===== src/rtl/gkps_pkg.sv =====
`default_nettype none
package gkps_pkg;

   // Field widths
   localparam int POS_WIDTH      = 24;
   localparam int GAIN_FRAC_BITS = 24;
   localparam int DIFF_W         = POS_WIDTH + 1;
   localparam int GAIN_W         = GAIN_FRAC_BITS + 1;
   localparam int VAR_W          = 32;
   localparam int PRIOR_W        = VAR_W + 1;
   localparam int DEN_W          = PRIOR_W + 1;
   localparam int REM_W          = DEN_W + 1;
   localparam int PROD_W         = PRIOR_W + GAIN_W;
   localparam int NV_W           = PROD_W - GAIN_FRAC_BITS;
   localparam int DIV_CNT_W      = $clog2(GAIN_W + 1);
   localparam int AXES           = 3;
   localparam int TDATA_W        = ((AXES * POS_WIDTH + 7) / 8) * 8;

   // Configuration registers
   localparam int DRIFT_W     = 31;
   localparam int SENSOR_W    = 31;
   localparam int REJECT_W    = 23;
   localparam int CSR_DATA_W  = 31;
   localparam int CSR_INDEX_W = 2;

   localparam logic [CSR_INDEX_W-1:0] CSR_DRIFT  = 2'd0;
   localparam logic [CSR_INDEX_W-1:0] CSR_SENSOR = 2'd1;
   localparam logic [CSR_INDEX_W-1:0] CSR_REJECT = 2'd2;

   localparam logic [DRIFT_W-1:0]  DRIFT_RESET  = 31'd429497;
   localparam logic [SENSOR_W-1:0] SENSOR_RESET = 31'd17179869;
   localparam logic [REJECT_W-1:0] REJECT_RESET = 23'd3277;

   // Multiplier operand select
   localparam logic [1:0] SEL_X   = 2'd0;
   localparam logic [1:0] SEL_Y   = 2'd1;
   localparam logic [1:0] SEL_Z   = 2'd2;
   localparam logic [1:0] SEL_VAR = 2'd3;

   typedef enum logic [1:0] {
      RSP_SMOOTH  = 2'd0,
      RSP_OUTLIER = 2'd1,
      RSP_RESET   = 2'd2
   } rsp_status_type;

   typedef enum logic [2:0] {
      ST_IDLE,
      ST_DECIDE,
      ST_DIV,
      ST_MUL,
      ST_APPLY,
      ST_OUT
   } state_type;

   typedef struct packed {
      logic           capture;
      logic           clear;
      logic           load;
      logic           start;
      logic           mul;
      logic           apply;
      logic           write;
      logic [1:0]     sel;
      rsp_status_type status;
   } ctrl_cmd_type;

   typedef struct packed {
      logic is_reset;
      logic primed;
      logic outlier;
      logic div_busy;
      logic rsp_free;
   } dp_status_type;

endpackage
`default_nettype wire


===== src/rtl/gkps_div.sv =====
`default_nettype none
module gkps_div
   import gkps_pkg::*;
(
   input  wire logic               clock,
   input  wire logic               reset,
   input  wire logic               start,
   input  wire logic [PRIOR_W-1:0] num,
   input  wire logic [DEN_W-1:0]   den,
   output logic                    busy,
   output logic [GAIN_W-1:0]       quot
);

   logic [DIV_CNT_W-1:0] cnt_ff, cnt_in;
   logic                 first_ff, first_in;
   logic [REM_W-1:0]     rem_ff, rem_in;
   logic [DEN_W-1:0]     den_ff, den_in;
   logic [GAIN_W-1:0]    quot_ff, quot_in;
   logic [REM_W-1:0]     trial;
   logic                 ge;

   // One quotient bit per cycle, restoring
   always_comb begin
      trial    = first_ff ? rem_ff : {rem_ff[REM_W-2:0], 1'b0};
      ge       = trial >= REM_W'(den_ff);
      cnt_in   = cnt_ff;
      first_in = first_ff;
      rem_in   = rem_ff;
      den_in   = den_ff;
      quot_in  = quot_ff;
      if (start) begin
         cnt_in   = DIV_CNT_W'(GAIN_W);
         first_in = 1'b1;
         rem_in   = REM_W'(num);
         den_in   = den;
         quot_in  = '0;
      end else if (cnt_ff != '0) begin
         cnt_in   = cnt_ff - DIV_CNT_W'(1);
         first_in = 1'b0;
         rem_in   = ge ? trial - REM_W'(den_ff) : trial;
         quot_in  = {quot_ff[GAIN_W-2:0], ge};
      end
   end

   always_ff @(posedge clock) begin
      if (reset) begin
         cnt_ff <= '0;
      end else begin
         cnt_ff <= cnt_in;
      end
      first_ff <= first_in;
      rem_ff   <= rem_in;
      den_ff   <= den_in;
      quot_ff  <= quot_in;
   end

   assign busy = cnt_ff != '0;
   // A zero denominator gives zero gain
   assign quot = (den_ff == '0) ? '0 : quot_ff;

endmodule
`default_nettype wire


===== src/rtl/gkps_datapath.sv =====
`default_nettype none
module gkps_datapath
   import gkps_pkg::*;
(
   input  wire logic                   clock,
   input  wire logic                   reset,
   input  wire logic [TDATA_W-1:0]     req_tdata,
   input  wire logic [0:0]             req_tuser,
   output logic                        rsp_tvalid,
   input  wire logic                   rsp_tready,
   output logic [TDATA_W-1:0]          rsp_tdata,
   output logic [1:0]                  rsp_tuser,
   input  wire logic                   csr_valid,
   output logic                        csr_ready,
   input  wire logic [CSR_INDEX_W-1:0] csr_index,
   input  wire logic [CSR_DATA_W-1:0]  csr_data,
   input  wire ctrl_cmd_type           cmd,
   output dp_status_type               status
);

   logic [DRIFT_W-1:0]   drift_ff;
   logic [SENSOR_W-1:0]  sensor_ff;
   logic [REJECT_W-1:0]  reject_ff;

   logic                 is_reset_ff;
   logic [POS_WIDTH-1:0] meas_ff [AXES];
   logic [POS_WIDTH-1:0] est_ff  [AXES];
   logic [POS_WIDTH-1:0] est_in  [AXES];
   logic [VAR_W-1:0]     var_ff, var_in;
   logic                 primed_ff, primed_in;
   logic [PRIOR_W-1:0]   prior_ff;
   logic [PRIOR_W-1:0]   prior_sum;
   logic [DEN_W-1:0]     den_sum;
   logic [PROD_W-1:0]    prod_ff;

   logic                 rsp_valid_ff, rsp_valid_in;
   rsp_status_type       rsp_status_ff;
   logic [POS_WIDTH-1:0] rsp_pos_ff [AXES];

   logic [DIFF_W-1:0]    diff [AXES];
   logic [DIFF_W-1:0]    mag  [AXES];
   logic                 outlier;
   logic                 div_busy;
   logic [GAIN_W-1:0]    gain;
   logic [PRIOR_W-1:0]   mul_a;
   logic [GAIN_W-1:0]    mul_b;
   logic [DIFF_W-1:0]    mag_sel;
   logic                 neg_sel;
   logic [POS_WIDTH-1:0] est_sel;
   logic [PROD_W-1:0]    rounded;
   logic [DIFF_W-1:0]    step;
   logic [POS_WIDTH-1:0] est_upd;
   logic [NV_W-1:0]      nv;

   // Configuration writes; indexes beyond the list fall through
   assign csr_ready = 1'b1;

   always_ff @(posedge clock) begin
      if (reset) begin
         drift_ff  <= DRIFT_RESET;
         sensor_ff <= SENSOR_RESET;
         reject_ff <= REJECT_RESET;
      end else if (csr_valid) begin
         case (csr_index)
            CSR_DRIFT:  drift_ff  <= DRIFT_W'(csr_data);
            CSR_SENSOR: sensor_ff <= SENSOR_W'(csr_data);
            CSR_REJECT: reject_ff <= REJECT_W'(csr_data);
            default: ;
         endcase
      end
   end

   // Per-axis innovation, magnitude and gate
   always_comb begin
      outlier = 1'b0;
      for (int i = 0; i < AXES; i++) begin
         diff[i] = {meas_ff[i][POS_WIDTH-1], meas_ff[i]} - {est_ff[i][POS_WIDTH-1], est_ff[i]};
         mag[i]  = diff[i][DIFF_W-1] ? DIFF_W'(-diff[i]) : diff[i];
         if (mag[i] > DIFF_W'(reject_ff)) begin
            outlier = 1'b1;
         end
      end
   end

   // Gain divider
   assign prior_sum = PRIOR_W'(var_ff) + PRIOR_W'(drift_ff);
   assign den_sum   = DEN_W'(prior_sum) + DEN_W'(sensor_ff);

   gkps_div u_div (
      .clock (clock),
      .reset (reset),
      .start (cmd.start),
      .num   (prior_sum),
      .den   (den_sum),
      .busy  (div_busy),
      .quot  (gain)
   );

   // Shared multiplier operands
   always_comb begin
      case (cmd.sel)
         SEL_X: begin
            mag_sel = mag[0];
            neg_sel = diff[0][DIFF_W-1];
            est_sel = est_ff[0];
         end
         SEL_Y: begin
            mag_sel = mag[1];
            neg_sel = diff[1][DIFF_W-1];
            est_sel = est_ff[1];
         end
         SEL_Z: begin
            mag_sel = mag[2];
            neg_sel = diff[2][DIFF_W-1];
            est_sel = est_ff[2];
         end
         default: begin
            mag_sel = '0;
            neg_sel = 1'b0;
            est_sel = '0;
         end
      endcase
      if (cmd.sel == SEL_VAR) begin
         mul_a = prior_ff;
         mul_b = (GAIN_W'(1) << GAIN_FRAC_BITS) - gain;
      end else begin
         mul_a = PRIOR_W'(mag_sel);
         mul_b = gain;
      end
   end

   // Round the scaled step, truncate the new variance with saturation
   always_comb begin
      rounded = prod_ff + (PROD_W'(1) << (GAIN_FRAC_BITS - 1));
      step    = DIFF_W'(rounded >> GAIN_FRAC_BITS);
      est_upd = neg_sel ? POS_WIDTH'(est_sel - POS_WIDTH'(step))
                        : POS_WIDTH'(est_sel + POS_WIDTH'(step));
      nv      = NV_W'(prod_ff >> GAIN_FRAC_BITS);
   end

   // Filter state next values
   always_comb begin
      for (int i = 0; i < AXES; i++) begin
         est_in[i] = est_ff[i];
      end
      var_in    = var_ff;
      primed_in = primed_ff;
      if (cmd.clear) begin
         for (int i = 0; i < AXES; i++) begin
            est_in[i] = '0;
         end
         var_in    = '0;
         primed_in = 1'b0;
      end else if (cmd.load) begin
         for (int i = 0; i < AXES; i++) begin
            est_in[i] = meas_ff[i];
         end
         var_in    = VAR_W'(sensor_ff);
         primed_in = 1'b1;
      end else if (cmd.apply) begin
         case (cmd.sel)
            SEL_X:   est_in[0] = est_upd;
            SEL_Y:   est_in[1] = est_upd;
            SEL_Z:   est_in[2] = est_upd;
            default: var_in = (|nv[NV_W-1:VAR_W]) ? '1 : VAR_W'(nv);
         endcase
      end
   end

   always_ff @(posedge clock) begin
      if (reset) begin
         primed_ff <= 1'b0;
         var_ff    <= '0;
         for (int i = 0; i < AXES; i++) begin
            est_ff[i] <= '0;
         end
      end else begin
         primed_ff <= primed_in;
         var_ff    <= var_in;
         for (int i = 0; i < AXES; i++) begin
            est_ff[i] <= est_in[i];
         end
      end
   end

   // Capture the item, the prior and the product
   always_ff @(posedge clock) begin
      if (cmd.capture) begin
         is_reset_ff <= req_tuser[0];
         for (int i = 0; i < AXES; i++) begin
            meas_ff[i] <= req_tdata[i*POS_WIDTH +: POS_WIDTH];
         end
      end
      if (cmd.start) begin
         prior_ff <= prior_sum;
      end
      if (cmd.mul) begin
         prod_ff <= mul_a * mul_b;
      end
   end

   // Result register: hold until the transfer
   always_comb begin
      rsp_valid_in = rsp_valid_ff;
      if (cmd.write) begin
         rsp_valid_in = 1'b1;
      end else if (rsp_tready) begin
         rsp_valid_in = 1'b0;
      end
   end

   always_ff @(posedge clock) begin
      if (reset) begin
         rsp_valid_ff <= 1'b0;
      end else begin
         rsp_valid_ff <= rsp_valid_in;
      end
      if (cmd.write) begin
         rsp_status_ff <= cmd.status;
         for (int i = 0; i < AXES; i++) begin
            rsp_pos_ff[i] <= (cmd.status == RSP_SMOOTH) ? est_ff[i] : '0;
         end
      end
   end

   always_comb begin
      rsp_tdata = '0;
      for (int i = 0; i < AXES; i++) begin
         rsp_tdata[i*POS_WIDTH +: POS_WIDTH] = rsp_pos_ff[i];
      end
   end

   assign rsp_tvalid = rsp_valid_ff;
   assign rsp_tuser  = rsp_status_ff;

   assign status.is_reset = is_reset_ff;
   assign status.primed   = primed_ff;
   assign status.outlier  = outlier;
   assign status.div_busy = div_busy;
   assign status.rsp_free = !rsp_valid_ff || rsp_tready;

endmodule
`default_nettype wire


===== src/rtl/gkps_ctrl.sv =====
`default_nettype none
module gkps_ctrl
   import gkps_pkg::*;
(
   input  wire logic          clock,
   input  wire logic          reset,
   input  wire logic          req_tvalid,
   output logic               req_tready,
   input  wire dp_status_type status,
   output ctrl_cmd_type       cmd
);

   state_type      state_ff, state_in;
   logic [1:0]     sel_ff, sel_in;
   rsp_status_type code_ff, code_in;

   always_ff @(posedge clock) begin
      if (reset) begin
         state_ff <= ST_IDLE;
         sel_ff   <= SEL_X;
         code_ff  <= RSP_SMOOTH;
      end else begin
         state_ff <= state_in;
         sel_ff   <= sel_in;
         code_ff  <= code_in;
      end
   end

   // Sequence one item: gate, divide, four multiply and apply passes, write out
   always_comb begin
      state_in   = state_ff;
      sel_in     = sel_ff;
      code_in    = code_ff;
      req_tready = 1'b0;
      cmd        = '0;
      cmd.sel    = sel_ff;
      cmd.status = code_ff;
      case (state_ff)
         ST_IDLE: begin
            req_tready = 1'b1;
            if (req_tvalid) begin
               cmd.capture = 1'b1;
               state_in    = ST_DECIDE;
            end
         end
         ST_DECIDE: begin
            if (status.is_reset) begin
               cmd.clear = 1'b1;
               code_in   = RSP_RESET;
               state_in  = ST_OUT;
            end else if (!status.primed) begin
               cmd.load = 1'b1;
               code_in  = RSP_SMOOTH;
               state_in = ST_OUT;
            end else if (status.outlier) begin
               code_in  = RSP_OUTLIER;
               state_in = ST_OUT;
            end else begin
               cmd.start = 1'b1;
               state_in  = ST_DIV;
            end
         end
         ST_DIV: begin
            if (!status.div_busy) begin
               sel_in   = SEL_X;
               state_in = ST_MUL;
            end
         end
         ST_MUL: begin
            cmd.mul  = 1'b1;
            state_in = ST_APPLY;
         end
         ST_APPLY: begin
            cmd.apply = 1'b1;
            if (sel_ff == SEL_VAR) begin
               code_in  = RSP_SMOOTH;
               state_in = ST_OUT;
            end else begin
               sel_in   = sel_ff + 2'd1;
               state_in = ST_MUL;
            end
         end
         ST_OUT: begin
            if (status.rsp_free) begin
               cmd.write = 1'b1;
               state_in  = ST_IDLE;
            end
         end
         default: begin
            state_in = ST_IDLE;
         end
      endcase
   end

endmodule
`default_nettype wire


===== src/rtl/gated_kalman_position_smoother_unit.sv =====
`default_nettype none
// A filtered measurement passes through the gate, the 25-step restoring gain divider and four
// passes through the shared multiplier before its result is written; a reset command, an outlier
// or the first measurement after reset is answered straight after the gate. A new item is taken
// only once the previous result is written, and that write waits while the output is held.
// Reset (synchronous, active high) clears the filter to unprimed and loads the register defaults.
module gated_kalman_position_smoother_unit
   import gkps_pkg::*;
(
   input  wire logic                   clock,
   input  wire logic                   reset,
   input  wire logic                   req_tvalid,
   output logic                        req_tready,
   input  wire logic [TDATA_W-1:0]     req_tdata,  // meas_x, meas_y, meas_z
   input  wire logic [0:0]             req_tuser,  // cmd
   output logic                        rsp_tvalid,
   input  wire logic                   rsp_tready,
   output logic [TDATA_W-1:0]          rsp_tdata,  // smooth_x, smooth_y, smooth_z
   output logic [1:0]                  rsp_tuser,  // status
   input  wire logic                   csr_valid,
   output logic                        csr_ready,
   input  wire logic [CSR_INDEX_W-1:0] csr_index,
   input  wire logic [CSR_DATA_W-1:0]  csr_data
);

   ctrl_cmd_type  cmd;
   dp_status_type status;

   gkps_ctrl u_ctrl (
      .clock      (clock),
      .reset      (reset),
      .req_tvalid (req_tvalid),
      .req_tready (req_tready),
      .status     (status),
      .cmd        (cmd)
   );

   gkps_datapath u_datapath (
      .clock      (clock),
      .reset      (reset),
      .req_tdata  (req_tdata),
      .req_tuser  (req_tuser),
      .rsp_tvalid (rsp_tvalid),
      .rsp_tready (rsp_tready),
      .rsp_tdata  (rsp_tdata),
      .rsp_tuser  (rsp_tuser),
      .csr_valid  (csr_valid),
      .csr_ready  (csr_ready),
      .csr_index  (csr_index),
      .csr_data   (csr_data),
      .cmd        (cmd),
      .status     (status)
   );

endmodule
`default_nettype wire

===== config.mk =====
export PLATFORM = sky130hd
export DESIGN_NAME = gated_kalman_position_smoother_unit
export DESIGN_NICKNAME = d
export VERILOG_FILES = /design/src/rtl/gkps_pkg.sv /design/src/rtl/gkps_div.sv /design/src/rtl/gkps_datapath.sv /design/src/rtl/gkps_ctrl.sv /design/src/rtl/gated_kalman_position_smoother_unit.sv
export SDC_FILE = /design/constraint.sdc
export NUM_CORES = 2
export LEC_CHECK = 0
export BUFFER_PORTS_ARGS = -buffer_cell sky130_fd_sc_hd__buf_2
export CORE_ASPECT_RATIO = 0.75
export CORE_MARGIN = 2
export CORE_UTILIZATION = 30
export CTS_CLUSTER_SIZE = 30
export DETAILED_ROUTE_END_ITERATION = 16
export HOLD_SLACK_MARGIN = 0.08
export PLACE_DENSITY_LB_ADDON = 0.2
export SYNTH_ARGS = -nofsm -noshare
export SYNTH_HDL_FRONTEND = slang
export SYNTH_SLANG_ARGS = --single-unit

===== constraint.sdc =====
create_clock -name clock -period 27.5 [get_ports clock]
set_clock_uncertainty 0.2 [all_clocks]
set_input_delay 6.875 -clock clock [delete_from_list [all_inputs] [get_ports clock]]
set_output_delay 6.875 -clock clock [all_outputs]
set_load 0.02 [all_outputs]

Yosys cells after proc, flatten, opt, wreduce, memory -nomap -nowiden
Memories as Yosys holds them, arrays and structs flattened.
Cells that the tools add are included.
{"block": "word_totals", "register_bits": 320, "ram_bits": 216, "in_bits": 111, "output_inout_bits": 77, "mem_count": 3}
{"memory": "u_datapath.est_ff", "depth": 3, "word_bits": 24, "rd": 3, "rd_ports_with_merged_regs": 0, "write_ports": 3, "line_no": "gkps_datapath.sv:27", "source": "logic [POS_WIDTH-1:0] est_ff [AXES];"}
{"memory": "u_datapath.meas_ff", "depth": 3, "word_bits": 24, "rd": 3, "rd_ports_with_merged_regs": 0, "write_ports": 3, "line_no": "gkps_datapath.sv:26", "source": "logic [POS_WIDTH-1:0] meas_ff [AXES];"}
{"memory": "u_datapath.rsp_pos_ff", "depth": 3, "word_bits": 24, "rd": 3, "rd_ports_with_merged_regs": 0, "write_ports": 3, "line_no": "gkps_datapath.sv:38", "source": "logic [POS_WIDTH-1:0] rsp_pos_ff [AXES];"}
{"block": "op_classes", "add_sub_neg": 15, "multipliers": 1, "order_cmp": 4, "eq_ne": 17, "muxes": 73, "bitwise_logic": 4, "reduce_logical": 26}
{"op": "two-way mux 24 bit", "n": 10}
{"op": "two-way mux 72 bit", "n": 3}
{"op": "two-way mux 25 bit", "n": 5}
{"op": "two-way mux 33 bit", "n": 3}
{"op": "two-way mux 31 bit", "n": 3}
{"op": "greater-than comparator 25 x 23 -> 1 bit", "n": 3}
{"op": "negation 25 bit", "n": 3}
{"op": "one-hot mux 25 bit (3 select lines)", "n": 1}
{"op": "subtractor 24 x 24 -> 25 bit", "n": 3}
{"op": "one-hot mux 24 bit (3 select lines)", "n": 1}
{"op": "two-way mux 35 bit", "n": 2}
{"op": "multiplier 33 x 25 -> 58 bit", "n": 1}
{"op": "adder 48 x 24 -> 48 bit (second input constant)", "n": 1}
{"op": "greater-or-equal comparator 35 x 34 -> 1 bit", "n": 1}
{"op": "subtractor 35 x 34 -> 35 bit", "n": 1}
{"op": "adder 33 x 31 -> 34 bit", "n": 1}
{"op": "zero test 34 bit", "n": 1}
{"op": "adder 32 x 31 -> 33 bit", "n": 1}
{"op": "two-way mux 32 bit", "n": 1}
{"op": "subtractor 25 bit (first input constant)", "n": 1}
{"op": "adder 24 bit", "n": 1}
{"op": "two-way mux 3 bit", "n": 8}
{"op": "subtractor 24 bit", "n": 1}
{"op": "two-way mux 1 bit", "n": 23}
{"op": "other kinds (27)", "n": 61}

Depth between registers and ports, before layout
An unclocked memory read counts as a cell.
{"block": "depth", "word_depth": 15, "depth_mapped": 45, "ltp_nobuf": 44}

Hierarchy
Synthesis repeated with hierarchy kept, for this count alone.
{"block": "hier_totals", "hier_cells": 7228, "area_unflattened_um2": 62850.3}
{"mod": "gkps_datapath", "instances": 1, "cells_per_inst": 6411, "area_per_inst_um2": 55463.2}
{"mod": "gkps_div", "instances": 1, "cells_per_inst": 763, "area_per_inst_um2": 6886.6}
{"mod": "gkps_ctrl", "instances": 1, "cells_per_inst": 54, "area_per_inst_um2": 500.5}

Worst setup path after synthesis
No wires, ideal clock.
{"block": "synth_path", "path_kind": "register to register", "from": "memory u_datapath.meas_ff[0][0]", "to": "register u_datapath.prod_ff[46], data pin", "setup_ns": 0.260, "arrival_time_ns": 10.625, "t_required_ns": 27.040, "path_slack_ns": 16.415, "path_stages_with_launch": 45, "synth_period_minus_slack_ns": 11.085, "path_cell_list": "edfxtp_1 > inv_1 > ha_1 > inv_1 > fa_1 > a211oi_1 > o31ai_1 > xor2_1 > nand4b_1 > or3b_2 > or3_1 > nor4_2 > nor2b_1 > nor2_1 > xor2_1 > nand2_1 > a41oi_1 > clkbuf_1 > (+9 left out) > fa_1 > inv_1 > fa_1 > inv_1 > ha_1 > a21o_1 > a21o_1 > a21o_1 > a21o_1 > a21o_1 > a221oi_1 > nor3b_1 > a21oi_1 > a221o_1 > a21oi_1 > o21bai_1 > a21oi_1 > xnor2_1"}
{"element": "start: declaration", "line_no": "gkps_datapath.sv:26"}
{"element": "end signal: assignment", "line_no": "gkps_datapath.sv:198", "source": "prod_ff <= mul_a * mul_b;"}
{"element": "end: declaration", "line_no": "gkps_datapath.sv:34", "source": "logic [PROD_W-1:0] prod_ff;"}

==> results.md <==
- The total I/O pin count is between 150 and 200.
- The clock net in this run drives a total of between 500 and 600 sinks.
- In the final layout, the multi-input gates occupy 42400 µm².
- After synthesis, the largest family of logic cells by area is adder cells.
- The post-synthesis cell area is 60400 µm².
- The share of post-route cells with drive strength above 1 is about 8.4%.
- The count of buffers added by post-CTS timing repair for setup is 0.
- The TritonCTS clock tree is built.
- After the first detailed-routing iteration, the DRC count stood at between 5k and 6k.
- The category of the most critical setup path is reg -> reg.
- The cell type with the highest occurrence count on the critical path is sky130_fd_sc_hd__fa_1.
- The most common cell after layout, fill and taps aside is sky130_fd_sc_hd__nand2_1.
- The floorplan step defined a die boundary enclosing between 200000 and 250000 µm².
- Of the synthesized area, sequential elements account for a little over a fifth.
- The hold violation count in the final report is 0.
- Derived from the worst setup path, the maximum achievable clock frequency is roughly 0.074 GHz.
- The wire length after detailed routing is between 200000 and 250000 µm.
- The path type of the worst min-delay path is reg -> reg.
- The net count after synthesis is roughly 8.3k.
- The residual DRC count is 0.
- The max-slew violation count came to 0.
- The tool flagged a number of max-cap violations equal to 0.
- At the worst endpoint, the arrival time is ~14 ns.
- The longest clock path from root to sink contains 3 buffers.
- Yosys mapped the design onto approximately 100 distinct sky130hd cell types.
- The average cell area after synthesis is 8.62 µm².
- The pin count of the biggest net entering global routing is 72.
- The number of endpoints failing setup at the final stage is 0.
- The via count of the first global-routing pass is just over 50k.
- The share of flip-flops with an asynchronous set or reset after synthesis is 0%.
- The synthesized netlist devotes 4.45% of its cell area to XOR and XNOR gates.
- The post-detailed-route count of antenna-violating nets is 0.
- Summing the areas of all compound-gate instances in the mapped netlist gives a little over an eighth of the synthesized area.
- The sum of negative setup slack is 0 ns.
- The slew of the pin with the lowest slew margin is 1.45 ns.
- The register area is 13100 µm².
- Buffers inserted to repair hold after CTS numbered 0.
- The post-synthesis instance total is ~7k.
- The H-tree was split into 2 levels.
- In the layout the commonest cells are sky130_fd_sc_hd__nand2_1 (1097), sky130_fd_sc_hd__inv_1 (1030), sky130_fd_sc_hd__fa_1 (716), sky130_fd_sc_hd__nor2_1 (490), sky130_fd_sc_hd__ha_1 (458).
- The total number of nets in the final design is 8328.
- After Yosys synthesis, and, or, nand and nor cells account for 16.9% of the synthesized area.
- In this run the tool buffered the top-level ports with 186 buffer cells.
- After clock tree synthesis, the clock-pin slew on the worst setup and hold paths is ~0.070 ns.
- The routed length per placed instance is ~25 µm.
- The initial antenna violation count came to 20.
- The residual overflow from global routing is 0.
- Measured along the x axis, the die boundary spans roughly 520 µm.
- After layout, the worst path uses between 40% and 50% of the clock period.
- The total vias in the final route is a little over 50k.
- The worst stage delay on the critical path is 1.11 ns.
- Clock latency on the worst-skew pair, taken at its later pin, is between 0.7 and 0.8 ns.
- The initial utilization of the core area, before any placement, comes to between 30 and 40%.
- The flow ran to the end, and the final reports show no timing, DRC or antenna violations.
- In this run, CTS created clock tree buffers numbering 54.
- STA classifies the critical path startpoint as a flip-flop.
- Using the TritonRoute via totals, the vias-per-cell ratio works out to 5.32.
- Setup repair after global routing left no endpoint under its margin.
- The cell sitting at the root of the clock tree is a sky130_fd_sc_hd__clkbuf_16.
- The most used flip-flop cell after synthesis is sky130_fd_sc_hd__edfxtp_1.
- The worst-case headroom to the max-slew limit is 2.90%.
- In this run, synthesis produced a sequential element count of approximately 500.
- In this run the worst path has a maximum fanout of 17.
- The nature of the critical path endpoint is a flip-flop.
- The adder-cell share of the synthesized area is between 30% and 40%.
- The layout has between 20k and 25k filler cells.
- The global-route wire length before repair is around 360000 µm.
- The layout overhead on the synthesized area is 10.2%.
- The number of synthesized flops with an enable pin is between 200 and 300.
- The HPWL reported at the end of detailed placement is 195000 µm.
- For this design, the slowest cell found on the critical path is sky130_fd_sc_hd__nor4_1.
- The count of warnings emitted by yosys is 0.
- The data required time at the worst endpoint is 27.75 ns.
- The row count is about 140.
- Global routing used approximately a quarter of the available tracks across all layers.
- The post-route minimum period is 13.45 ns.
- The total area inside the core boundary comes to about 200000 µm².
- The first TritonRoute pass finished after 6 iterations.
- The weighted congestion at the end of routability-driven global placement is about 0.95.
- The proportion of synthesized area in mux cells is under 10%.
- The vertical extent of the die is roughly 390 µm.
- Post-CTS repair changed the size of 0 cells.
-- cell type report --
class,instances,area share [%]
Antenna cell,5,0.0188
Clock buffer,70,2.26
Clock inverter,32,0.699
Inverter,1033,5.83
Multi-Input combinational cell,5131,63.8
Sequential cell,513,19.7
Tap cell,2664,5.01
Timing Repair Buffer,306,2.75
-- critical path: cells and delay by family, from the launching register on --
kind / cells / cell delay (ns)
adder cells (fa/ha/maj): 9 / 4.31
AND/OR/NAND/NOR: 12 / 3.98
AO/OA/AOI/OAI: 9 / 2.86
buffers and inverters: 7 / 1.00
flip-flops: 1 / 0.55
XOR/XNOR: 2 / 0.31
-- Yosys cell counts (8+ instances only) --
cell type                   number  area (µm²)
sky130_fd_sc_hd__nor4_1         26         163
sky130_fd_sc_hd__o211ai_1       22         165
sky130_fd_sc_hd__xnor2_1       187        1640
sky130_fd_sc_hd__nand2_1      1098        4120
sky130_fd_sc_hd__o21a_1         42         315
sky130_fd_sc_hd__nand4_1        49         307
sky130_fd_sc_hd__mux2_2         74         833
sky130_fd_sc_hd__a21o_1        107         803
sky130_fd_sc_hd__a31oi_1        66         413
sky130_fd_sc_hd__a211oi_1       30         225
sky130_fd_sc_hd__a2111oi_0      15         131
sky130_fd_sc_hd__o21ai_1        10        50.1
sky130_fd_sc_hd__inv_1        1030        3870
sky130_fd_sc_hd__o31ai_1        30         225
sky130_fd_sc_hd__or2_2          26         163
sky130_fd_sc_hd__a211o_1        10        87.6
sky130_fd_sc_hd__a222oi_1       27         270
sky130_fd_sc_hd__nor3_1        171         856
sky130_fd_sc_hd__a21oi_1       402        2010
sky130_fd_sc_hd__edfxtp_1      282        8470
sky130_fd_sc_hd__nand3b_1       10        75.1
sky130_fd_sc_hd__clkbuf_1      292        1100
sky130_fd_sc_hd__or3_1          38         238
sky130_fd_sc_hd__nor2_1        499        1870
sky130_fd_sc_hd__and2_1         88         551
sky130_fd_sc_hd__xor2_1        120        1050
sky130_fd_sc_hd__ha_1          462        5780
sky130_fd_sc_hd__o41ai_1        11        96.3
sky130_fd_sc_hd__a311oi_1       10        87.6
sky130_fd_sc_hd__buf_1          25        93.8
sky130_fd_sc_hd__o211a_1         8        80.1
sky130_fd_sc_hd__mux2i_1        28         280
sky130_fd_sc_hd__a21boi_0       13        97.6
sky130_fd_sc_hd__o21ai_0       244        1220
sky130_fd_sc_hd__a22oi_1        44         330
sky130_fd_sc_hd__nor2b_1        47         294
sky130_fd_sc_hd__o21bai_1       33         248
sky130_fd_sc_hd__nand2b_1       43         269
sky130_fd_sc_hd__a221oi_1       17         149
sky130_fd_sc_hd__nand3_1       105         526
sky130_fd_sc_hd__and3_1         39         244
sky130_fd_sc_hd__o31a_1          9        78.8
sky130_fd_sc_hd__dfxtp_1       231        4620
sky130_fd_sc_hd__and4_1         11        96.3
sky130_fd_sc_hd__fa_1          716       14300
-- kinds of logic after synthesis --
| family | after synthesis |
|---|---|
| buf+inv | 1364 |
| flops | 513 |
| fa+ha+maj | 1178 |
| xor+xnor | 307 |
| mux | 104 |
| compound gates | 1243 |
| other cells | 1 |
| simple gates | 2298 |
-- worst paths after layout --
path / from / end / slack [ns] / cells after the start
setup reg to reg: u_datapath.est_ff[0][1] / u_datapath.prod_ff[55] / 14.05 / 39
hold / removal: u_datapath.reject_ff[8] / u_datapath.reject_ff[8] / 0.26 / 2
hold reg to reg: u_datapath.reject_ff[8] / u_datapath.reject_ff[8] / 0.26 / 2
setup / recovery: u_datapath.est_ff[0][1] / u_datapath.prod_ff[55] / 14.05 / 39
-- per-stage QoR --
stage	setup slack (ns)	hold WS, ns	cell area [µm²]	cells	utilization (%)
3_3_place_gp	14.44	0.247	64600	9647	32.3
5_1_grt	13.58	0.276	66600	9752	33.3
6_report	14.05	0.258	66600	9754	33.3
3_5_place_dp	14.36	0.247	64600	9647	32.3
4_1_cts	14.38	0.257	66500	9749	33.3
2_1_floorplan	16.41	0.206	60400	7008	-
-- flip-flops by register name, indices dropped and copies added, names as in the netlist, 32 cells and up --
register	cells
u_datapath.prior_ff	33
u_datapath.var_ff	32
u_datapath.est_ff	72
u_datapath.u_div.rem_ff	35
u_datapath.u_div.den_ff	34
u_datapath.meas_ff	72
u_datapath.rsp_pos_ff	72
u_datapath.prod_ff	35
-- per-layer routing --
layer	vias to the layer above	global-route usage, %	wire length, µm
met5	-	0	13
met4	2	3.34	3470
met3	197	5.30	24800
met2	2248	32.4	95900
met1	26300	37.6	122000
li1	23200	-	-
Power is left out: the tool's default activity adds up to more than one toggle a clock period on the data nets, which glitch-free logic cannot reach.
